===== src/rtl/slabclip_pkg.sv =====
// ----------------------------------------------------------------------------
// slabclip_pkg
// Shared codes and the controller/datapath interface types for the slab
// polyline clipper.
// ----------------------------------------------------------------------------
package slabclip_pkg;

    localparam logic [1:0] KIND_POINT = 2'd0;
    localparam logic [1:0] KIND_LINE  = 2'd1;
    localparam logic [1:0] KIND_RING  = 2'd2;
    localparam logic [1:0] KIND_NONE  = 2'd3;

    localparam logic [2:0] SRC_CUR    = 3'd0;
    localparam logic [2:0] SRC_PREV   = 3'd1;
    localparam logic [2:0] SRC_CROSS  = 3'd2;
    localparam logic [2:0] SRC_SFIRST = 3'd3;
    localparam logic [2:0] SRC_SLAST  = 3'd4;

    localparam logic [1:0] DIVM_LOW   = 2'd0;
    localparam logic [1:0] DIVM_HIGH  = 2'd1;
    localparam logic [1:0] DIVM_CROSS = 2'd2;

    localparam logic [1:0] REG_LOW    = 2'd0;
    localparam logic [1:0] REG_HIGH   = 2'd1;
    localparam logic [1:0] REG_SCALE  = 2'd2;
    localparam logic [1:0] REG_AXIS   = 2'd3;

    localparam int EDGE_W  = 32;
    localparam int SCALE_W = 25;

    typedef struct packed {
        logic       latch;
        logic       div_start;
        logic       div_store;
        logic [1:0] div_mode;
        logic       xprep;
        logic       edge_hi;
        logic       xmul;
        logic       emit;
        logic [2:0] src;
        logic       clear_open;
        logic       end_slice;
        logic       prev_upd;
        logic       flush;
    } t_cmd;

    typedef struct packed {
        logic [1:0] kind;
        logic       first;
        logic       last;
        logic       ak_lt;
        logic       ak_gt;
        logic       bk_lt;
        logic       bk_gt;
        logic       slice_open;
        logic       ends_differ;
        logic       pend_v;
        logic       can_emit;
        logic       can_flush;
        logic       div_busy;
        logic       den_zero;
    } t_sts;

endpackage


===== src/rtl/slabclip_ctrl.sv =====
// ----------------------------------------------------------------------------
// slabclip_ctrl
// Sequencer: edge scaling, segment steps, ring closing and result flush.
// ----------------------------------------------------------------------------
module slabclip_ctrl (
    input  logic                i_clk,
    input  logic                i_rst_n,
    input  logic                i_in_valid,
    output logic                o_in_ready,
    input  slabclip_pkg::t_sts  i_sts,
    output slabclip_pkg::t_cmd  o_cmd
);

    localparam logic [2:0] S_IDLE   = 3'd0;
    localparam logic [2:0] S_LOAD   = 3'd1;
    localparam logic [2:0] S_DSTART = 3'd2;
    localparam logic [2:0] S_DWAIT  = 3'd3;
    localparam logic [2:0] S_STEP   = 3'd4;
    localparam logic [2:0] S_XPREP  = 3'd5;
    localparam logic [2:0] S_XMUL   = 3'd6;
    localparam logic [2:0] S_EMIT   = 3'd7;

    localparam logic [2:0] ST_OP0 = 3'd0;
    localparam logic [2:0] ST_OP1 = 3'd1;
    localparam logic [2:0] ST_SEG = 3'd2;
    localparam logic [2:0] ST_L0  = 3'd3;
    localparam logic [2:0] ST_L1  = 3'd4;
    localparam logic [2:0] ST_L2  = 3'd5;
    localparam logic [2:0] ST_FIN = 3'd6;

    logic [2:0] r_state, n_state;
    logic [2:0] r_step, n_step;
    logic [1:0] r_mode, n_mode;
    logic [2:0] r_src, n_src;
    logic       r_edge_hi, n_edge_hi;

    always_comb begin
        logic       is_point;
        logic       closed;
        logic       in_band;
        logic       seg_end;
        logic       act_emit;
        logic       act_cross;
        logic       a_hi;
        logic [2:0] a_src;
        logic [2:0] nxt;
        is_point  = (i_sts.kind == slabclip_pkg::KIND_POINT);
        closed    = (i_sts.kind == slabclip_pkg::KIND_RING);
        in_band   = !i_sts.bk_lt && !i_sts.bk_gt;
        seg_end   = (i_sts.ak_lt && i_sts.bk_gt)
                 || (!i_sts.ak_lt && i_sts.ak_gt && i_sts.bk_lt)
                 || (!i_sts.ak_lt && !i_sts.ak_gt && (i_sts.bk_lt || i_sts.bk_gt));
        act_emit  = 1'b0;
        act_cross = 1'b0;
        a_hi      = 1'b0;
        a_src     = slabclip_pkg::SRC_CUR;
        nxt       = r_step;
        n_state   = r_state;
        n_step    = r_step;
        n_mode    = r_mode;
        n_src     = r_src;
        n_edge_hi = r_edge_hi;
        o_cmd     = '0;
        case (r_state)
            S_IDLE: begin
                if (i_in_valid) begin
                    o_cmd.latch = 1'b1;
                    n_state     = S_LOAD;
                end
            end
            S_LOAD: begin
                if (i_sts.kind == slabclip_pkg::KIND_NONE) begin
                    n_state = S_IDLE;
                end else if (is_point || i_sts.first) begin
                    n_mode  = slabclip_pkg::DIVM_LOW;
                    n_state = S_DSTART;
                end else begin
                    n_step  = ST_OP0;
                    n_state = S_STEP;
                end
            end
            S_DSTART: begin
                o_cmd.div_start = 1'b1;
                o_cmd.div_mode  = r_mode;
                n_state         = S_DWAIT;
            end
            S_DWAIT: begin
                if (!i_sts.div_busy) begin
                    o_cmd.div_store = 1'b1;
                    o_cmd.div_mode  = r_mode;
                    case (r_mode)
                        slabclip_pkg::DIVM_LOW: begin
                            n_mode  = slabclip_pkg::DIVM_HIGH;
                            n_state = S_DSTART;
                        end
                        slabclip_pkg::DIVM_HIGH: begin
                            n_step  = ST_OP0;
                            n_state = S_STEP;
                        end
                        default: begin
                            n_src   = slabclip_pkg::SRC_CROSS;
                            n_state = S_EMIT;
                        end
                    endcase
                end
            end
            S_XPREP: begin
                o_cmd.xprep   = 1'b1;
                o_cmd.edge_hi = r_edge_hi;
                n_state       = S_XMUL;
            end
            S_XMUL: begin
                o_cmd.xmul = 1'b1;
                if (i_sts.den_zero) begin
                    n_src   = slabclip_pkg::SRC_CROSS;
                    n_state = S_EMIT;
                end else begin
                    n_mode  = slabclip_pkg::DIVM_CROSS;
                    n_state = S_DSTART;
                end
            end
            S_EMIT: begin
                if (i_sts.can_emit) begin
                    o_cmd.emit = 1'b1;
                    o_cmd.src  = r_src;
                    n_state    = S_STEP;
                end
            end
            S_STEP: begin
                case (r_step)
                    ST_OP0: begin
                        if (is_point) begin
                            act_emit = in_band;
                            nxt      = ST_FIN;
                        end else if (i_sts.first) begin
                            nxt = ST_SEG;
                        end else begin
                            nxt = ST_OP1;
                            if (i_sts.ak_lt) begin
                                act_cross = i_sts.bk_gt || !i_sts.bk_lt;
                            end else if (i_sts.ak_gt) begin
                                act_cross = i_sts.bk_lt || !i_sts.bk_gt;
                                a_hi      = 1'b1;
                            end else begin
                                act_emit = 1'b1;
                                a_src    = slabclip_pkg::SRC_PREV;
                            end
                        end
                    end
                    ST_OP1: begin
                        nxt = ST_SEG;
                        if (i_sts.ak_lt) begin
                            act_cross = i_sts.bk_gt;
                            a_hi      = 1'b1;
                        end else if (i_sts.ak_gt) begin
                            act_cross = i_sts.bk_lt;
                        end else begin
                            act_cross = i_sts.bk_lt || i_sts.bk_gt;
                            a_hi      = !i_sts.bk_lt;
                        end
                    end
                    ST_SEG: begin
                        o_cmd.prev_upd   = 1'b1;
                        o_cmd.clear_open = i_sts.first;
                        o_cmd.end_slice  = !i_sts.first && !closed && seg_end;
                        nxt              = i_sts.last ? ST_L0 : ST_FIN;
                    end
                    ST_L0: begin
                        act_emit = in_band;
                        nxt      = ST_L1;
                    end
                    ST_L1: begin
                        act_emit = closed && i_sts.slice_open && i_sts.ends_differ;
                        a_src    = slabclip_pkg::SRC_SFIRST;
                        nxt      = ST_L2;
                    end
                    ST_L2: begin
                        act_emit = i_sts.slice_open && !i_sts.pend_v;
                        a_src    = slabclip_pkg::SRC_SLAST;
                        nxt      = ST_FIN;
                    end
                    ST_FIN: begin
                        if (i_sts.can_flush || !i_sts.pend_v) begin
                            o_cmd.end_slice = !is_point && i_sts.last;
                            o_cmd.flush     = 1'b1;
                            n_state         = S_IDLE;
                        end
                    end
                    default: begin
                        n_state = S_IDLE;
                    end
                endcase
                if (r_step != ST_FIN) begin
                    n_step = nxt;
                    if (act_cross) begin
                        n_edge_hi = a_hi;
                        n_state   = S_XPREP;
                    end else if (act_emit) begin
                        n_src   = a_src;
                        n_state = S_EMIT;
                    end
                end
            end
            default: begin
                n_state = S_IDLE;
            end
        endcase
    end

    always_ff @(posedge i_clk) begin
        if (!i_rst_n) begin
            r_state   <= S_IDLE;
            r_step    <= ST_OP0;
            r_mode    <= slabclip_pkg::DIVM_LOW;
            r_src     <= slabclip_pkg::SRC_CUR;
            r_edge_hi <= 1'b0;
        end else begin
            r_state   <= n_state;
            r_step    <= n_step;
            r_mode    <= n_mode;
            r_src     <= n_src;
            r_edge_hi <= n_edge_hi;
        end
    end

    assign o_in_ready = (r_state == S_IDLE);

endmodule


===== config.mk =====
export PLATFORM = sky130hd
export DESIGN_NAME = slabclip_ctrl
export DESIGN_NICKNAME = d
export VERILOG_FILES = /design/src/rtl/slabclip_pkg.sv /design/src/rtl/slabclip_ctrl.sv
export SDC_FILE = /design/constraint.sdc
export NUM_CORES = 1
export LEC_CHECK = 0
export ABC_AREA = 1
export BUFFER_PORTS_ARGS = -buffer_cell sky130_fd_sc_hd__buf_2
export CAP_MARGIN = 40
export CORE_ASPECT_RATIO = 0.7
export CORE_MARGIN = 2
export CORE_UTILIZATION = 40
export CTS_CLUSTER_DIAMETER = 150
export CTS_CLUSTER_SIZE = 24
export DETAILED_ROUTE_END_ITERATION = 8
export HOLD_SLACK_MARGIN = 0.15
export SLEW_MARGIN = 20
export SYNTH_ARGS = -nofsm -noshare
export SYNTH_HDL_FRONTEND = slang
export SYNTH_SLANG_ARGS = --single-unit

===== constraint.sdc =====
create_clock -name i_clk -period 3.3 [get_ports i_clk]
set_input_delay 0.33 -clock i_clk [delete_from_list [all_inputs] [get_ports i_clk]]
set_output_delay 0.33 -clock i_clk [all_outputs]
set_load 0.05 [all_outputs]

Word level (Yosys, flattened, before mapping)
Cells that the tools add are included.
Word-level totals
  word-level logic and storage cells: 157
  output and inout bits: 17
  input port bits: 18
  register bits: 12
Cells by class
  reduce and logical (&&, ||, !) cells: 41
  equality and inequality tests: 32
  mux-type cells: 79
Operator list (number)
  $mux W3: 24
  $mux W1: 32
  $ne A2 B2 Y1 const B: 14
  $pmux W3 S3: 3
  $pmux W3 S8: 1
  $eq A3 B3 Y1 const B: 7
  $pmux W3 S6: 1
  $mux W2: 7
  $reduce_and A7 Y1: 2
  $eq A3 B2 Y1 const B: 4
  $logic_and A1 B1 Y1: 12
  $mux W4: 3
  $pmux W3 S2: 2
  $reduce_bool A3 Y1: 3
  $logic_not A1 Y1: 8
  $logic_or A1 B1 Y1: 7
  $ne A7 B1 Y1 const B: 1
  $eq A3 B1 Y1 const B: 2
  $logic_not A3 Y1: 2
  $pmux W1 S2: 3
  $pmux W2 S3: 1
  $reduce_and A3 Y1: 2
  $reduce_and A6 Y1: 1
  $reduce_or A6 Y1: 1
  7 further kinds: 9

Longest topological paths before layout
  depth in word-level cells: 11
  gate-level depth with buffers: 11
  mapped depth without buffers: 11

Worst setup path after synthesis
OpenSTA, ideal clock, no wires.
  path type: flip-flop to output port
  from: register r_state[2]
  to: output port o_cmd[3] (netlist name)
  cell stages (with the launch flop): 4
  path buffers: 1
  required time: 2.970 ns
  data arrival time: 2.201 ns
  slack: 0.769 ns
  cell sequence: dfxtp_1 nand3_2 buf_6 nor4_1
RTL lines
  start: declaration: line slabclip_ctrl.sv:31  | logic [2:0] r_state, n_state;
  start signal: assignment: line slabclip_ctrl.sv:218  | r_state <= n_state;
  end: declaration: line slabclip_ctrl.sv:11  | output slabclip_pkg::t_cmd o_cmd

==> results.sh <==
export IMPL_status="completed"
export IMPL_num_io_pins=35
export IMPL_yosys_top_cells_area="dfxtp_1 19%, nand2_1 12%, nor2_1 11%"
export IMPL_nets=270
export IMPL_syn_to_final_growth_pct=19.8
export IMPL_initial_core_util=0.413
export IMPL_route_met3_wl_um=193
export IMPL_clock_skew_ns=0.000941
export IMPL_leakage_uw=0.000755
export IMPL_cts_buffers=3
export IMPL_hp_start="i_rst_n"
export IMPL_relSlewSlack=0.775
export IMPL_dr_max_layer_used="met3"
export IMPL_yosys_warnings=0
export IMPL_die_w_um=71.6
export IMPL_cp_start_kind="register"
export IMPL_vias=1409
export IMPL_min_period_ns=2.06
export IMPL_syn_area_mm2=0.00128
export IMPL_stdcell_count=286
export IMPL_met1Wirelength_mm=1.94
export IMPL_worstReg2RegEnd="r_src[0]$_SDFFE_PN0P_"
export IMPL_post_route_drc_count=0
export IMPL_synth_seq_area_share=0.188
export IMPL_yosys_cell_types_count=32
export IMPL_drtIter0Drc=88
export IMPL_grt_pass1_vias=1213
export IMPL_viasPerCell=4.93
export IMPL_dieArea_mm2=0.00368
export IMPL_dp_final_hpwl_mm=2.84
export IMPL_io_buffers=34
export IMPL_finalSetupTns_ns=0
export IMPL_fp_row_count=17
export IMPL_critical_path_required_ns=2.97
export IMPL_total_power_uw=651
export IMPL_synth_top_cell_by_area="dfxtp_1"
export IMPL_wl_mm=3.43
export IMPL_min_to="r_edge_hi$_SDFFE_PN0P_"
export IMPL_worst_pin_slew_ns=0.337
export IMPL_ant_nets=0
export IMPL_drv_cap=0
export IMPL_postCtsSetupRepairBufs=0
export IMPL_whs_path_depth=3
export IMPL_synth_area_per_cell_um2=6.04
export IMPL_power_density_mw_per_mm2=424
export IMPL_die_y_um=51.4
export IMPL_drive_gt1_frac=0.286
export IMPL_crit_fanout=12
export IMPL_r2r_slack_ns=1.53
export IMPL_fin_area_mm2=0.00154
export IMPL_cts_sinks=12
export IMPL_critPathArrivalTime_ns=1.73
export IMPL_grt_max_degree=13
export IMPL_n_fill_cell=350
export IMPL_n_antenna_cell=0
export IMPL_rsz0062_at_grt="false"
export IMPL_routabilityCongestion=0.886
export IMPL_placed_area_mm2=0.00148
export IMPL_drt_pass1_iterations=4
export IMPL_r2r_start="r_step[1]$_SDFFE_PN0P_"
export IMPL_clk_pin_slew_worst_paths_ns=0.06
export IMPL_clock_latency_ns=0.25
export IMPL_endpoint_kind="primary output"
export IMPL_core_area_mm2=0.00311
export IMPL_reg2regPathDepth=9
export IMPL_synth_cells=212
export IMPL_met2_length_mm=1.29
export IMPL_ctsHoldBuffers=0
export IMPL_synth_nets=233
export IMPL_cts_tree="done"
export IMPL_final_common_cell="nand2_1"
export IMPL_grt_antenna_before_repair=0
export IMPL_finalMaxSlewViolations=0
export IMPL_period_share=0.623
export IMPL_cts_resized=0
export IMPL_layout_cells_most_common_list="40 x nand2_1, 38 x nor2_1, 34 x buf_2"
export IMPL_overflow=0
export IMPL_wl_per_cell_um=12.0
export IMPL_max_freq_mhz=486
export IMPL_timing_hold_ws_ns=0.407
export IMPL_grt_use_total=0.204
export IMPL_worst_hold_path_type="input pin to register"
export IMPL_dp_cells=282
export IMPL_grt_pass1_wl_mm=5.82
export IMPL_finalSetupViolations=0
export IMPL_synth_top_cell_area_share=0.188
export IMPL_ctsLongestPathBuffers=2
export IMPL_h_tree_depth=1
export IMPL_hold_viol=0
export IMPL_clockRootBuffer="clkbuf_8"
export IMPL_critical_path_class="register to primary output"
export IMPL_yosys_register_bits=12
export IMPL_ir_drop_uv=233
## kinds of logic after synthesis
logic type | after synthesis | share of synthesized area
compound gates | 35 | 0.170
fa+ha+maj | 3 | 0.0293
buf+inv | 35 | 0.113
flops | 12 | 0.187
simple gates | 127 | 0.500
## stage by stage
| stage | setup WS, ns | util |
|---|---|---|
| after CTS | 1.25 | 0.494 |
| final | 1.24 | 0.494 |
| after floorplan | 0.769 | - |
| after global routing | 1.14 | 0.494 |
| after global placement | 1.53 | 0.477 |
| after detailed placement | 1.52 | 0.477 |
## cell type report
class	count	area (um^2)	share of cell area
multi-input cells	165	896	0.584
repair buffers	34	170	0.111
well taps	38	47.5	0.0310
inverters	33	126	0.0823
flip-flops and latches	12	240	0.156
clock buffers	4	55.1	0.0359
## worst max-delay path by stage
stage                            start  slack, ns  cells after the start               endpoint
4_1_cts        r_state[2]$_SDFFE_PN0P_       1.25                      5               o_cmd[0]
5_1_grt        r_state[1]$_SDFFE_PN0P_       1.14                      6               o_cmd[0]
3_5_place_dp   r_state[2]$_SDFFE_PN0P_       1.52                      5               o_cmd[0]
3_3_place_gp    r_step[1]$_SDFFE_PN0P_       1.53                      9  r_src[2]$_SDFFE_PN0P_
2_1_floorplan  r_state[2]$_SDFFE_PN0P_       0.77                      3               o_cmd[3]
6_report       r_state[2]$_SDFFE_PN0P_       1.24                      5               o_cmd[0]
## synth_stat cells, drive strengths merged
cell type / count
a21oi: 17
nand3: 24
nor4: 2
dfxtp: 12
nand2: 49
a21boi: 1
a31oi: 2
o221ai: 1
o211ai: 1
ha: 3
a211oi: 2
nor2: 42
buf: 2
inv: 33
o21ai: 11
nand2b: 1
nor3: 5
nand4: 4
## power breakdown
part | internal (uW) | switching, uW
Clock | 106 | 59.4
Sequential | 164 | 26.7
Combinational | 93.6 | 202
## worst max-delay path, stage by stage (launching register included)
cell and delay (ns):
dfxtp_1 0.49, nand3_2 0.34, inv_2 0.23, nand2_4 0.06, nor2_1 0.09, buf_2 0.27
## sequential cells by signal, indices dropped and copies added (netlist names)
name       flops
r_src          3
r_mode         2
r_step         3
r_edge_hi      1
r_state        3
## routing by layer
metal,global-route usage,vias to the layer above
met5,0,-
met4,0.0189,0
met3,0.0493,0
met2,0.258,41
met1,0.341,602
li1,-,766
Power figures use the tool's default switching activity.
