## src/rtl/slabclip_pkg.sv

```systemverilog
// ----------------------------------------------------------------------------
// slabclip_pkg
// Shared codes and the controller/datapath interface types for the slab
// polyline clipper.
// ----------------------------------------------------------------------------
package slabclip_pkg;

    localparam logic [1:0] KIND_POINT = 2'd0;
    localparam logic [1:0] KIND_LINE  = 2'd1;
    localparam logic [1:0] KIND_RING  = 2'd2;
    localparam logic [1:0] KIND_NONE  = 2'd3;

    localparam logic [2:0] SRC_CUR    = 3'd0;
    localparam logic [2:0] SRC_PREV   = 3'd1;
    localparam logic [2:0] SRC_CROSS  = 3'd2;
    localparam logic [2:0] SRC_SFIRST = 3'd3;
    localparam logic [2:0] SRC_SLAST  = 3'd4;

    localparam logic [1:0] DIVM_LOW   = 2'd0;
    localparam logic [1:0] DIVM_HIGH  = 2'd1;
    localparam logic [1:0] DIVM_CROSS = 2'd2;

    localparam logic [1:0] REG_LOW    = 2'd0;
    localparam logic [1:0] REG_HIGH   = 2'd1;
    localparam logic [1:0] REG_SCALE  = 2'd2;
    localparam logic [1:0] REG_AXIS   = 2'd3;

    localparam int EDGE_W  = 32;
    localparam int SCALE_W = 25;

    typedef struct packed {
        logic       latch;
        logic       div_start;
        logic       div_store;
        logic [1:0] div_mode;
        logic       xprep;
        logic       edge_hi;
        logic       xmul;
        logic       emit;
        logic [2:0] src;
        logic       clear_open;
        logic       end_slice;
        logic       prev_upd;
        logic       flush;
    } t_cmd;

    typedef struct packed {
        logic [1:0] kind;
        logic       first;
        logic       last;
        logic       ak_lt;
        logic       ak_gt;
        logic       bk_lt;
        logic       bk_gt;
        logic       slice_open;
        logic       ends_differ;
        logic       pend_v;
        logic       can_emit;
        logic       can_flush;
        logic       div_busy;
        logic       den_zero;
    } t_sts;

endpackage

```

## src/rtl/slabclip_div.sv

```systemverilog
// ----------------------------------------------------------------------------
// slabclip_div
// Serial restoring divider, BPC quotient bits per cycle, unsigned operands.
// ----------------------------------------------------------------------------
module slabclip_div #(
    parameter int NW  = 64,
    parameter int DVW = 32,
    parameter int BPC = 1
) (
    input  logic           i_clk,
    input  logic           i_rst_n,
    input  logic           i_start,
    input  logic [NW-1:0]  i_dividend,
    input  logic [DVW-1:0] i_divisor,
    output logic           o_busy,
    output logic [NW-1:0]  o_quotient
);

    localparam int ITER = (NW + BPC - 1) / BPC;
    localparam int PW   = ITER * BPC;
    localparam int CNTW = $clog2(ITER + 1);

    logic [PW-1:0]   r_q;
    logic [PW-1:0]   n_q;
    logic [DVW-1:0]  r_rem;
    logic [DVW-1:0]  n_rem;
    logic [DVW-1:0]  r_d;
    logic [CNTW-1:0] r_cnt;
    logic            r_busy;

    always_comb begin
        logic [DVW:0] t;
        n_q   = r_q;
        n_rem = r_rem;
        for (int j = 0; j < BPC; j++) begin
            t   = {n_rem, n_q[PW-1]};
            n_q = {n_q[PW-2:0], 1'b0};
            if (t >= {1'b0, r_d}) begin
                t      = t - {1'b0, r_d};
                n_q[0] = 1'b1;
            end
            n_rem = t[DVW-1:0];
        end
    end

    always_ff @(posedge i_clk) begin
        if (!i_rst_n) begin
            r_busy <= 1'b0;
            r_cnt  <= '0;
        end else if (i_start) begin
            r_busy <= 1'b1;
            r_cnt  <= CNTW'(ITER);
        end else if (r_busy) begin
            r_cnt <= r_cnt - 1'b1;
            if (r_cnt == CNTW'(1)) begin
                r_busy <= 1'b0;
            end
        end
    end

    always_ff @(posedge i_clk) begin
        if (i_start) begin
            r_q   <= PW'(i_dividend);
            r_rem <= '0;
            r_d   <= i_divisor;
        end else if (r_busy) begin
            r_q   <= n_q;
            r_rem <= n_rem;
        end
    end

    assign o_busy     = r_busy;
    assign o_quotient = r_q[NW-1:0];

endmodule

```

## src/rtl/slabclip_dp.sv

```systemverilog
// ----------------------------------------------------------------------------
// slabclip_dp
// Datapath: vertex and slice state, scaled edges, crossing arithmetic with
// the shared serial divider, pending result and output register.
// ----------------------------------------------------------------------------
module slabclip_dp #(
    parameter int CW  = 32,
    parameter int BPC = 1
) (
    input  logic                                i_clk,
    input  logic                                i_rst_n,
    input  slabclip_pkg::t_cmd                  i_cmd,
    output slabclip_pkg::t_sts                  o_sts,
    input  logic [1:0]                          i_kind,
    input  logic signed [CW-1:0]                i_x,
    input  logic signed [CW-1:0]                i_y,
    input  logic                                i_first,
    input  logic                                i_last,
    input  logic signed [slabclip_pkg::EDGE_W-1:0] i_low_edge,
    input  logic signed [slabclip_pkg::EDGE_W-1:0] i_high_edge,
    input  logic [slabclip_pkg::SCALE_W-1:0]    i_scale,
    input  logic                                i_axis,
    input  logic                                i_out_ready,
    output logic                                o_out_valid,
    output logic signed [CW-1:0]                o_out_x,
    output logic signed [CW-1:0]                o_out_y,
    output logic                                o_out_end,
    output logic                                o_out_last
);

    localparam int EW = (CW > slabclip_pkg::EDGE_W) ? CW : slabclip_pkg::EDGE_W;
    localparam int DW = EW + 1;
    localparam int NW = 2 * EW;
    localparam int SW = NW + 2;
    localparam logic [NW-1:0] QLIM = NW'(1) << 40;
    localparam logic signed [SW-1:0] C_MAX = {{(SW-CW+1){1'b0}}, {(CW-1){1'b1}}};
    localparam logic signed [SW-1:0] C_MIN = ~C_MAX;

    logic [1:0]           r_kind;
    logic signed [CW-1:0] r_cx, r_cy;
    logic                 r_first, r_last;
    logic signed [CW-1:0] r_prev_x, r_prev_y;
    logic signed [CW-1:0] r_sf_x, r_sf_y, r_sl_x, r_sl_y;
    logic                 r_open;
    logic signed [slabclip_pkg::EDGE_W-1:0] r_scaled_low, r_scaled_high;
    logic [EW-1:0]        r_mnum, r_mden, r_mspan;
    logic                 r_neg, r_den_zero;
    logic signed [CW-1:0] r_oa;
    logic signed [EW-1:0] r_xe;
    logic [NW-1:0]        r_prod;
    logic signed [CW-1:0] r_cross_o;
    logic                 r_pend_v, r_pend_end;
    logic signed [CW-1:0] r_pend_x, r_pend_y;
    logic                 r_out_v, r_out_end, r_out_last;
    logic signed [CW-1:0] r_out_x, r_out_y;

    logic signed [EW-1:0] w_k1, w_k2, w_ak, w_bk, w_ka, w_oa, w_kb, w_ob, w_e;
    logic signed [DW-1:0] w_num, w_den, w_span;
    logic [EW-1:0]        w_anum, w_aden, w_aspan;
    logic signed [slabclip_pkg::EDGE_W:0] w_edge, w_eabs;
    logic [slabclip_pkg::SCALE_W-1:0]     w_scale_nz;
    logic [NW-1:0]        w_dividend;
    logic [EW-1:0]        w_divisor;
    logic                 w_div_busy;
    logic [NW-1:0]        w_quo;
    logic [NW-1:0]        w_qcl;
    logic signed [SW-1:0] w_qext, w_sum;
    logic signed [CW-1:0] w_sat;
    logic [slabclip_pkg::EDGE_W-1:0] w_q32, w_scaled;
    logic signed [CW-1:0] w_pt_x, w_pt_y, w_xe_c;
    logic                 w_track, w_can_emit, w_can_flush, w_end_now;

    assign w_k1 = EW'(r_scaled_low);
    assign w_k2 = EW'(r_scaled_high);
    assign w_ak = i_axis ? EW'(r_prev_y) : EW'(r_prev_x);
    assign w_bk = i_axis ? EW'(r_cy) : EW'(r_cx);
    assign w_ka = w_ak;
    assign w_oa = i_axis ? EW'(r_prev_x) : EW'(r_prev_y);
    assign w_kb = w_bk;
    assign w_ob = i_axis ? EW'(r_cx) : EW'(r_cy);
    assign w_e  = i_cmd.edge_hi ? w_k2 : w_k1;

    assign w_num   = DW'(w_e) - DW'(w_ka);
    assign w_den   = DW'(w_kb) - DW'(w_ka);
    assign w_span  = DW'(w_ob) - DW'(w_oa);
    assign w_anum  = w_num[DW-1]  ? EW'(-w_num)  : EW'(w_num);
    assign w_aden  = w_den[DW-1]  ? EW'(-w_den)  : EW'(w_den);
    assign w_aspan = w_span[DW-1] ? EW'(-w_span) : EW'(w_span);

    assign w_edge     = (i_cmd.div_mode == slabclip_pkg::DIVM_HIGH) ?
                        (slabclip_pkg::EDGE_W+1)'(i_high_edge) :
                        (slabclip_pkg::EDGE_W+1)'(i_low_edge);
    assign w_eabs     = w_edge[slabclip_pkg::EDGE_W] ? -w_edge : w_edge;
    assign w_scale_nz = (i_scale == '0) ? slabclip_pkg::SCALE_W'(1) : i_scale;

    always_comb begin
        if (i_cmd.div_mode == slabclip_pkg::DIVM_CROSS) begin
            w_dividend = r_prod;
            w_divisor  = r_mden;
        end else begin
            w_dividend = NW'(w_eabs[slabclip_pkg::EDGE_W-1:0]);
            w_divisor  = EW'(w_scale_nz);
        end
    end

    slabclip_div #(
        .NW  (NW),
        .DVW (EW),
        .BPC (BPC)
    ) u_div (
        .i_clk      (i_clk),
        .i_rst_n    (i_rst_n),
        .i_start    (i_cmd.div_start),
        .i_dividend (w_dividend),
        .i_divisor  (w_divisor),
        .o_busy     (w_div_busy),
        .o_quotient (w_quo)
    );

    assign w_q32    = w_quo[slabclip_pkg::EDGE_W-1:0];
    assign w_scaled = w_edge[slabclip_pkg::EDGE_W] ? -w_q32 : w_q32;

    assign w_qcl  = (w_quo > QLIM) ? QLIM : w_quo;
    assign w_qext = {2'b00, w_qcl};
    assign w_sum  = r_neg ? (SW'(r_oa) - w_qext) : (SW'(r_oa) + w_qext);
    always_comb begin
        if (w_sum > C_MAX) begin
            w_sat = C_MAX[CW-1:0];
        end else if (w_sum < C_MIN) begin
            w_sat = C_MIN[CW-1:0];
        end else begin
            w_sat = w_sum[CW-1:0];
        end
    end

    assign w_xe_c = r_xe[CW-1:0];
    always_comb begin
        case (i_cmd.src)
            slabclip_pkg::SRC_PREV: begin
                w_pt_x = r_prev_x;
                w_pt_y = r_prev_y;
            end
            slabclip_pkg::SRC_CROSS: begin
                w_pt_x = i_axis ? r_cross_o : w_xe_c;
                w_pt_y = i_axis ? w_xe_c : r_cross_o;
            end
            slabclip_pkg::SRC_SFIRST: begin
                w_pt_x = r_sf_x;
                w_pt_y = r_sf_y;
            end
            slabclip_pkg::SRC_SLAST: begin
                w_pt_x = r_sl_x;
                w_pt_y = r_sl_y;
            end
            default: begin
                w_pt_x = r_cx;
                w_pt_y = r_cy;
            end
        endcase
    end

    assign w_track     = (r_kind != slabclip_pkg::KIND_POINT);
    assign w_can_flush = !r_out_v || i_out_ready;
    assign w_can_emit  = !r_pend_v || w_can_flush;
    assign w_end_now   = i_cmd.end_slice && r_open && r_pend_v;

    always_ff @(posedge i_clk) begin
        if (i_cmd.latch) begin
            r_kind  <= i_kind;
            r_cx    <= i_x;
            r_cy    <= i_y;
            r_first <= i_first;
            r_last  <= i_last;
        end
        if (i_cmd.xprep) begin
            r_mnum     <= w_anum;
            r_mden     <= w_aden;
            r_mspan    <= w_aspan;
            r_neg      <= (w_num[DW-1] ^ w_den[DW-1]) ^ w_span[DW-1];
            r_den_zero <= (w_den == '0);
            r_oa       <= w_oa[CW-1:0];
            r_xe       <= w_e;
        end
        if (i_cmd.xmul) begin
            r_prod <= NW'(r_mnum) * NW'(r_mspan);
            if (r_den_zero) begin
                r_cross_o <= r_oa;
            end
        end
        if (i_cmd.div_store && (i_cmd.div_mode == slabclip_pkg::DIVM_CROSS)) begin
            r_cross_o <= w_sat;
        end
        if (i_cmd.emit) begin
            r_pend_x <= w_pt_x;
            r_pend_y <= w_pt_y;
        end
        if ((i_cmd.emit || i_cmd.flush) && r_pend_v) begin
            r_out_x    <= r_pend_x;
            r_out_y    <= r_pend_y;
            r_out_end  <= r_pend_end || (i_cmd.flush && w_end_now);
            r_out_last <= i_cmd.flush;
        end
    end

    always_ff @(posedge i_clk) begin
        if (!i_rst_n) begin
            r_prev_x      <= '0;
            r_prev_y      <= '0;
            r_sf_x        <= '0;
            r_sf_y        <= '0;
            r_sl_x        <= '0;
            r_sl_y        <= '0;
            r_open        <= 1'b0;
            r_scaled_low  <= '0;
            r_scaled_high <= '0;
            r_pend_v      <= 1'b0;
            r_pend_end    <= 1'b0;
            r_out_v       <= 1'b0;
        end else begin
            if (r_out_v && i_out_ready) begin
                r_out_v <= 1'b0;
            end
            if ((i_cmd.emit || i_cmd.flush) && r_pend_v) begin
                r_out_v <= 1'b1;
            end
            if (i_cmd.div_store && (i_cmd.div_mode == slabclip_pkg::DIVM_LOW)) begin
                r_scaled_low <= w_scaled;
            end
            if (i_cmd.div_store && (i_cmd.div_mode == slabclip_pkg::DIVM_HIGH)) begin
                r_scaled_high <= w_scaled;
            end
            if (i_cmd.prev_upd) begin
                r_prev_x <= r_cx;
                r_prev_y <= r_cy;
            end
            if (i_cmd.clear_open || i_cmd.end_slice) begin
                r_open <= 1'b0;
            end
            if (w_end_now) begin
                r_pend_end <= 1'b1;
            end
            if (i_cmd.emit) begin
                r_pend_v   <= 1'b1;
                r_pend_end <= 1'b0;
                if (w_track) begin
                    if (!r_open) begin
                        r_sf_x <= w_pt_x;
                        r_sf_y <= w_pt_y;
                        r_open <= 1'b1;
                    end
                    r_sl_x <= w_pt_x;
                    r_sl_y <= w_pt_y;
                end
            end
            if (i_cmd.flush) begin
                r_pend_v <= 1'b0;
            end
        end
    end

    always_comb begin
        o_sts.kind        = r_kind;
        o_sts.first       = r_first;
        o_sts.last        = r_last;
        o_sts.ak_lt       = (w_ak < w_k1);
        o_sts.ak_gt       = (w_ak > w_k2);
        o_sts.bk_lt       = (w_bk < w_k1);
        o_sts.bk_gt       = (w_bk > w_k2);
        o_sts.slice_open  = r_open;
        o_sts.ends_differ = (r_sf_x != r_sl_x) || (r_sf_y != r_sl_y);
        o_sts.pend_v      = r_pend_v;
        o_sts.can_emit    = w_can_emit;
        o_sts.can_flush   = w_can_flush;
        o_sts.div_busy    = w_div_busy;
        o_sts.den_zero    = r_den_zero;
    end

    assign o_out_valid = r_out_v;
    assign o_out_x     = r_out_x;
    assign o_out_y     = r_out_y;
    assign o_out_end   = r_out_end;
    assign o_out_last  = r_out_last;

endmodule

```

## config.mk

```make
export PLATFORM = sky130hd
export DESIGN_NAME = slabclip_dp
export DESIGN_NICKNAME = d
export VERILOG_FILES = /design/src/rtl/slabclip_pkg.sv /design/src/rtl/slabclip_div.sv /design/src/rtl/slabclip_dp.sv
export SDC_FILE = /design/constraint.sdc
export NUM_CORES = 2
export LEC_CHECK = 0
export ABC_AREA = 1
export BUFFER_PORTS_ARGS = -buffer_cell sky130_fd_sc_hd__clkbuf_2
export CORE_MARGIN = 5
export CORE_UTILIZATION = 50
export DETAILED_ROUTE_END_ITERATION = 7
export PLACE_DENSITY = 0.7
export SYNTH_ARGS = -nofsm -noshare
export SYNTH_HDL_FRONTEND = slang
export SYNTH_SLANG_ARGS = --single-unit
```

## constraint.sdc

```tcl
create_clock -name i_clk -period 11.2 [get_ports i_clk]
set_input_delay 1.68 -clock i_clk [delete_from_list [all_inputs] [get_ports i_clk]]
set_output_delay 1.68 -clock i_clk [all_outputs]
set_load 0.03 [all_outputs]
```

### Yosys cells after proc, flatten, opt, wreduce, memory -nomap -nowiden

Cells that the tools add are included.

| word-level totals | value |
|---|---|
| flip-flop bits (word level) | 852 |
| bits of input ports | 177 |
| output and inout port bits | 82 |
| word-level logic and storage cells | 143 |

| operators by class | value |
|---|---|
| add/subtract/negate cells | 12 |
| multiply operators | 1 |
| $lt $le $gt $ge | 8 |
| equality and inequality tests | 9 |
| muxes and demuxes | 40 |
| bitwise operators | 4 |
| reductions and logical operators | 30 |

Operators by type and width:

| cell | count |
|---|---|
| 32-bit two-way mux | 18 |
| 64-bit two-way mux | 4 |
| 32-bit one-hot mux with 4 select lines | 2 |
| 32-bit negation | 5 |
| 32-bit by 32-bit subtractor with 33-bit output | 3 |
| 32-bit by 65-bit adder with 66-bit output | 1 |
| 66-bit by 32-bit greater-than comparator with 1-bit output (second input constant) | 1 |
| 66-bit by 32-bit less-than comparator with 1-bit output (second input constant) | 1 |
| 66-bit two-way mux | 1 |
| 32-bit by 65-bit subtractor with 66-bit output | 1 |
| 32-bit greater-than comparator | 2 |
| 64-bit by 41-bit greater-than comparator with 1-bit output (second input constant) | 1 |
| 32-bit less-than comparator | 2 |
| 32-bit by 32-bit multiplier with 64-bit output | 1 |
| 32-bit != test | 2 |
| 25-bit two-way mux | 2 |
| 33-bit by 32-bit greater-or-equal comparator with 1-bit output | 1 |
| 33-bit logical NOT | 1 |
| 33-bit two-way mux | 1 |
| 32-bit subtractor | 1 |
| 25-bit logical NOT | 1 |
| 7-bit two-way mux | 2 |
| 1-bit two-way mux | 10 |
| 2-bit nonzero test | 5 |
| 16 further kinds | 35 |

### Longest topological paths before layout

| depth | value |
|---|---|
| depth in word-level cells | 8 |
| gate-level depth with buffers | 49 |
| mapped depth without buffers | 45 |

### Cells and area by module

From an unflattened synthesis, not the netlist that was laid out.

| unflattened totals | value |
|---|---|
| cell total of the unflattened synthesis | 12,486 |
| area, all modules | 92,626.3 um^2 |

By module, submodules not included:

| module | times used | cells an instance | area each (um^2) | sequential area each (um^2) |
|---|---|---|---|---|
| slabclip_dp | 1 | 11,352 | 84,380.9 | 18,898.1 |
| slabclip_div | 1 | 1,134 | 8,245.4 | 3,683.5 |

### Least setup slack after synthesis

Ideal clock, no wire load.

| path | value |
|---|---|
| kind | flip-flop to flip-flop |
| start point | register r_mspan[2] |
| end point | register r_prod[58], data pin |
| library setup time | 260 ps |
| arrival time | 6,802 ps |
| data required time | 10,940 ps |
| slack | 4,138 ps |
| stages on the path, launching flop included | 32 |
| buffers on the path | 1 |
| clock period less this slack | 7,062 ps |
| cells stage by stage | edfxtp_1 > clkbuf_1 > nand2_1 > fa_1 > inv_1 > fa_1 > inv_1 > fa_1 > inv_1 > fa_1 > inv_1 > fa_1 > inv_1 > fa_1 > fa_1 > inv_1 > fa_1 > inv_1 > ha_1 > a21oi_1 > inv_1 > a21oi_1 > inv_1 > a21oi_1 > o21ai_0 > a21oi_1 > o21a_1 > o21ai_0 > a21o_1 > nand2_1 > nand3_1 > xor2_1 |

| between the ends | value |
|---|---|
| longest elaborated chain between the ends | 1 |

Ends and longest elaborated chain:

| item | line | source |
|---|---|---|
| from (decl) | slabclip_dp.sv:46 | `logic [EW-1:0] r_mnum, r_mden, r_mspan;` |
| from (signal assigned) | slabclip_dp.sv:178 | `r_mspan <= w_aspan;` |
| 32-bit by 32-bit multiplier with 64-bit output | slabclip_dp.sv:185 | `r_prod <= NW'(r_mnum) * NW'(r_mspan);` |
| to (signal assigned) | slabclip_dp.sv:185 |  |
| to (decl) | slabclip_dp.sv:50 | `logic [NW-1:0] r_prod;` |

No other way between the ends.
A chain may end at the register's enable or synchronous reset.

### Final worst setup path

| path | value |
|---|---|
| start point | register r_mnum[21] |
| end point | register r_prod[62], data pin |

| between the ends | value |
|---|---|
| longest elaborated chain between the ends | 1 |

Ends and longest elaborated chain:

| item | line | source |
|---|---|---|
| from (decl) | slabclip_dp.sv:46 |  |
| from (signal assigned) | slabclip_dp.sv:176 | `r_mnum <= w_anum;` |
| 32-bit by 32-bit multiplier with 64-bit output | slabclip_dp.sv:185 |  |

No other way between the ends.

==> impl_metrics.tcl <==
set metrics [dict create \
    drive_gt1_share_pct 5.83 \
    r2r_cells 30 \
    cts.repair.resized 0 \
    dr.pass1.iters 8 \
    setup.worst_path.end "r_prod[62]$_DFFE_PP_" \
    timing.final.hold_violations 0 \
    insertion_delay_ps 770 \
    nets 13900 \
    syn_inst 12200 \
    worst_pin_slew_ps 1560 \
    synth_flop_cell "edfxtp_1" \
    clk_path_buf_depth 3 \
    synth_seq_cells 852 \
    multiInputGateArea_um2 57400 \
    syn_area_um2 91700 \
    grt_pass1_vias 82300 \
    synth_nets 13800 \
    async_flop_share_pct 0 \
    hold_buffers 0 \
    status "complete, but fails checks" \
    grt_pass1_wl_um 528000 \
    tns_ps 0 \
    seq_area_frac_synth_pct 24.6 \
    drtIter0Drc 8665 \
    cts_setup_buffers 0 \
    fin_crit_sh_pct 77.8 \
    cp-start-kind "flip-flop" \
    num_vias 83800 \
    r2r_start "r_mnum[21]$_DFFE_PP_" \
    crit_path_max_fanout 18 \
    skew_ps 95.6 \
    crit_top_cell "fa_1" \
    synth_fa_ha_area_share_pct 27.7 \
    root_buffer "clkbuf_16" \
    holdWs_ps 411 \
    clkTransAtPathRegs_ps 70 \
    syn_to_final_growth_pct 7.64 \
    dp.cells 14600 \
    violations "DRC, capacitance limit, slew limit" \
    critPathMaxStageDelay_ps 1140 \
    core_area_um2 183000 \
    muxShareOfSynthArea_pct 0.109 \
    yosysWarnings 0 \
    grt_antenna_before_repair 18 \
    rrSetupSlack_ps 2490 \
    relSlewSlack_pct -5.20 \
    cts_buffers 93 \
    dieArea_um2 192000 \
    die_h_um 438 \
    r2r-end "r_prod[62]$_DFFE_PP_" \
    synth_edf_count 552 \
    overflow 0 \
    io-pin-count 259 \
    instances_no_fill 14800 \
    slew_violations 2 \
    grt_max_degree 191 \
    fillers 17500 \
    arrival_ps 9180 \
    ant_nets 0 \
    cp.required_ps 11670 \
    wire_per_inst_um 24.3 \
    setup_viol 0 \
    rows 157 \
    synth_top_family_by_area "adder cells" \
    gp_congestion 1.13 \
    grt_usage_pct 36.7 \
    start_util_pct 50.2 \
    synth_area_per_cell_um2 7.54 \
    hpwl_um 287000 \
    crit_start "r_mnum[21]$_DFFE_PP_" \
    finalCriticalPeriod_ps 8710 \
    seq_area_um2 22600 \
    cap_violations 2 \
    synth_compound_area_share_pct 11.4 \
    ys_types 65 \
    dieWidth_um 438 \
    synth_xor_area_share_pct 3.48 \
    htreeDepth 3 \
    hold_start "r_pend_y[27]$_DFFE_PP_" \
    wl_um 358000 \
    critPathKind "flip-flop to flip-flop" \
    io_buffers 258 \
    cts_tree "built" \
    cp-end-kind "flip-flop" \
    synth_simple_gate_area_share_pct 19.8 \
    rsz0062_at_grt "false" \
    vias_per_cell 5.68 \
    drcViolationCount 2 \
    cts_sinks 852 \
    min_path_type "flip-flop to flip-flop" \
    slowest_stage "edfxtp_1" \
    max_clock_freq_mhz 115 \
]
[Yosys cell counts, drive strengths merged, types with 82 or more instances]
cell type | number | area share [%]
a21oi | 841 | 4.7
fa | 901 | 20
edfxtp | 552 | 18
o21ai | 748 | 4.1
clkbuf | 400 | 1.6
nor2 | 712 | 3.0
xnor2 | 82 | 0.78
nor3 | 89 | 0.51
nand2 | 2948 | 12
nand4 | 118 | 0.82
xor2 | 282 | 2.7
inv | 2658 | 11
ha | 590 | 8.0
nor4 | 121 | 0.85
dfxtp | 300 | 6.5
nand3 | 318 | 1.7
[worst max-delay path: cells and delay by family, from the launching register on]
family / cells / cell delay (ps)
adders and majority gates: 9 / 4320
AOI/OAI and AO/OA: 7 / 1440
DFF: 1 / 1140
xor gates and xnor gates: 1 / 80
and+or+nand+nor: 5 / 610
buffers and inverters: 8 / 840
[metrics by stage]
stage          utilization, %  setup WS (ps)  area [um2]
2_1_floorplan               -           4140       91700
3_3_place_gp             52.2           2540       95500
3_5_place_dp             52.2           2410       95500
4_1_cts                  54.0           2450       98700
5_1_grt                  54.0           2130       98700
6_report                 54.0           2490       98700
[cell type report]
class                   count  area share, %
diodes                      8         0.0203
clock buffers             115           2.54
clock inverters            61          0.711
inverters                2659           10.1
multi-input cells        8190           58.1
flip-flops and latches    852           22.9
well taps                2464           3.12
repair buffers            410           2.50
[layout by cell type (no fill, tap or decap), types with 154 or more instances in the layout]
cell,n
nand2_1,2938
inv_1,2645
fa_1,901
a21oi_1,807
nor2_1,698
o21ai_0,697
ha_1,590
edfxtp_1,552
nand3_1,312
dfxtp_1,300
xor2_1,282
clkbuf_2,251
buf_4,154
[metal layers]
layer / track usage [%] / vias up / part of all wire, %
li1: - / 38000 / -
met1: 47.0 / 40500 / 39
met2: 58.3 / 4291 / 45
met3: 6.69 / 945 / 9.3
met4: 21.8 / 6 / 7.5
met5: 0 / - / 0.0095
[worst min-delay path by stage]
stage                            end  slack [ps]  cells after the start
2_1_floorplan   o_out_x[0]$_DFFE_PP_         400                      0
3_3_place_gp   o_out_x[11]$_DFFE_PP_         400                      0
3_5_place_dp   o_out_x[16]$_DFFE_PP_         400                      0
4_1_cts         o_out_x[2]$_DFFE_PP_         410                      0
5_1_grt         o_out_x[2]$_DFFE_PP_         410                      0
6_report       o_out_y[27]$_DFFE_PP_         410                      0
[logic make-up after synthesis]
logic type | after synthesis
AND/OR/NAND/NOR | 4411
multiplexers | 10
AO/OA/AOI/OAI | 1914
XOR/XNOR | 364
flip-flops | 852
buffers and inverters | 3122
adder cells (fa/ha/maj) | 1491
Power is left out: the tool's default activity adds up to more than one toggle a clock period on the data nets, which glitch-free logic cannot reach.
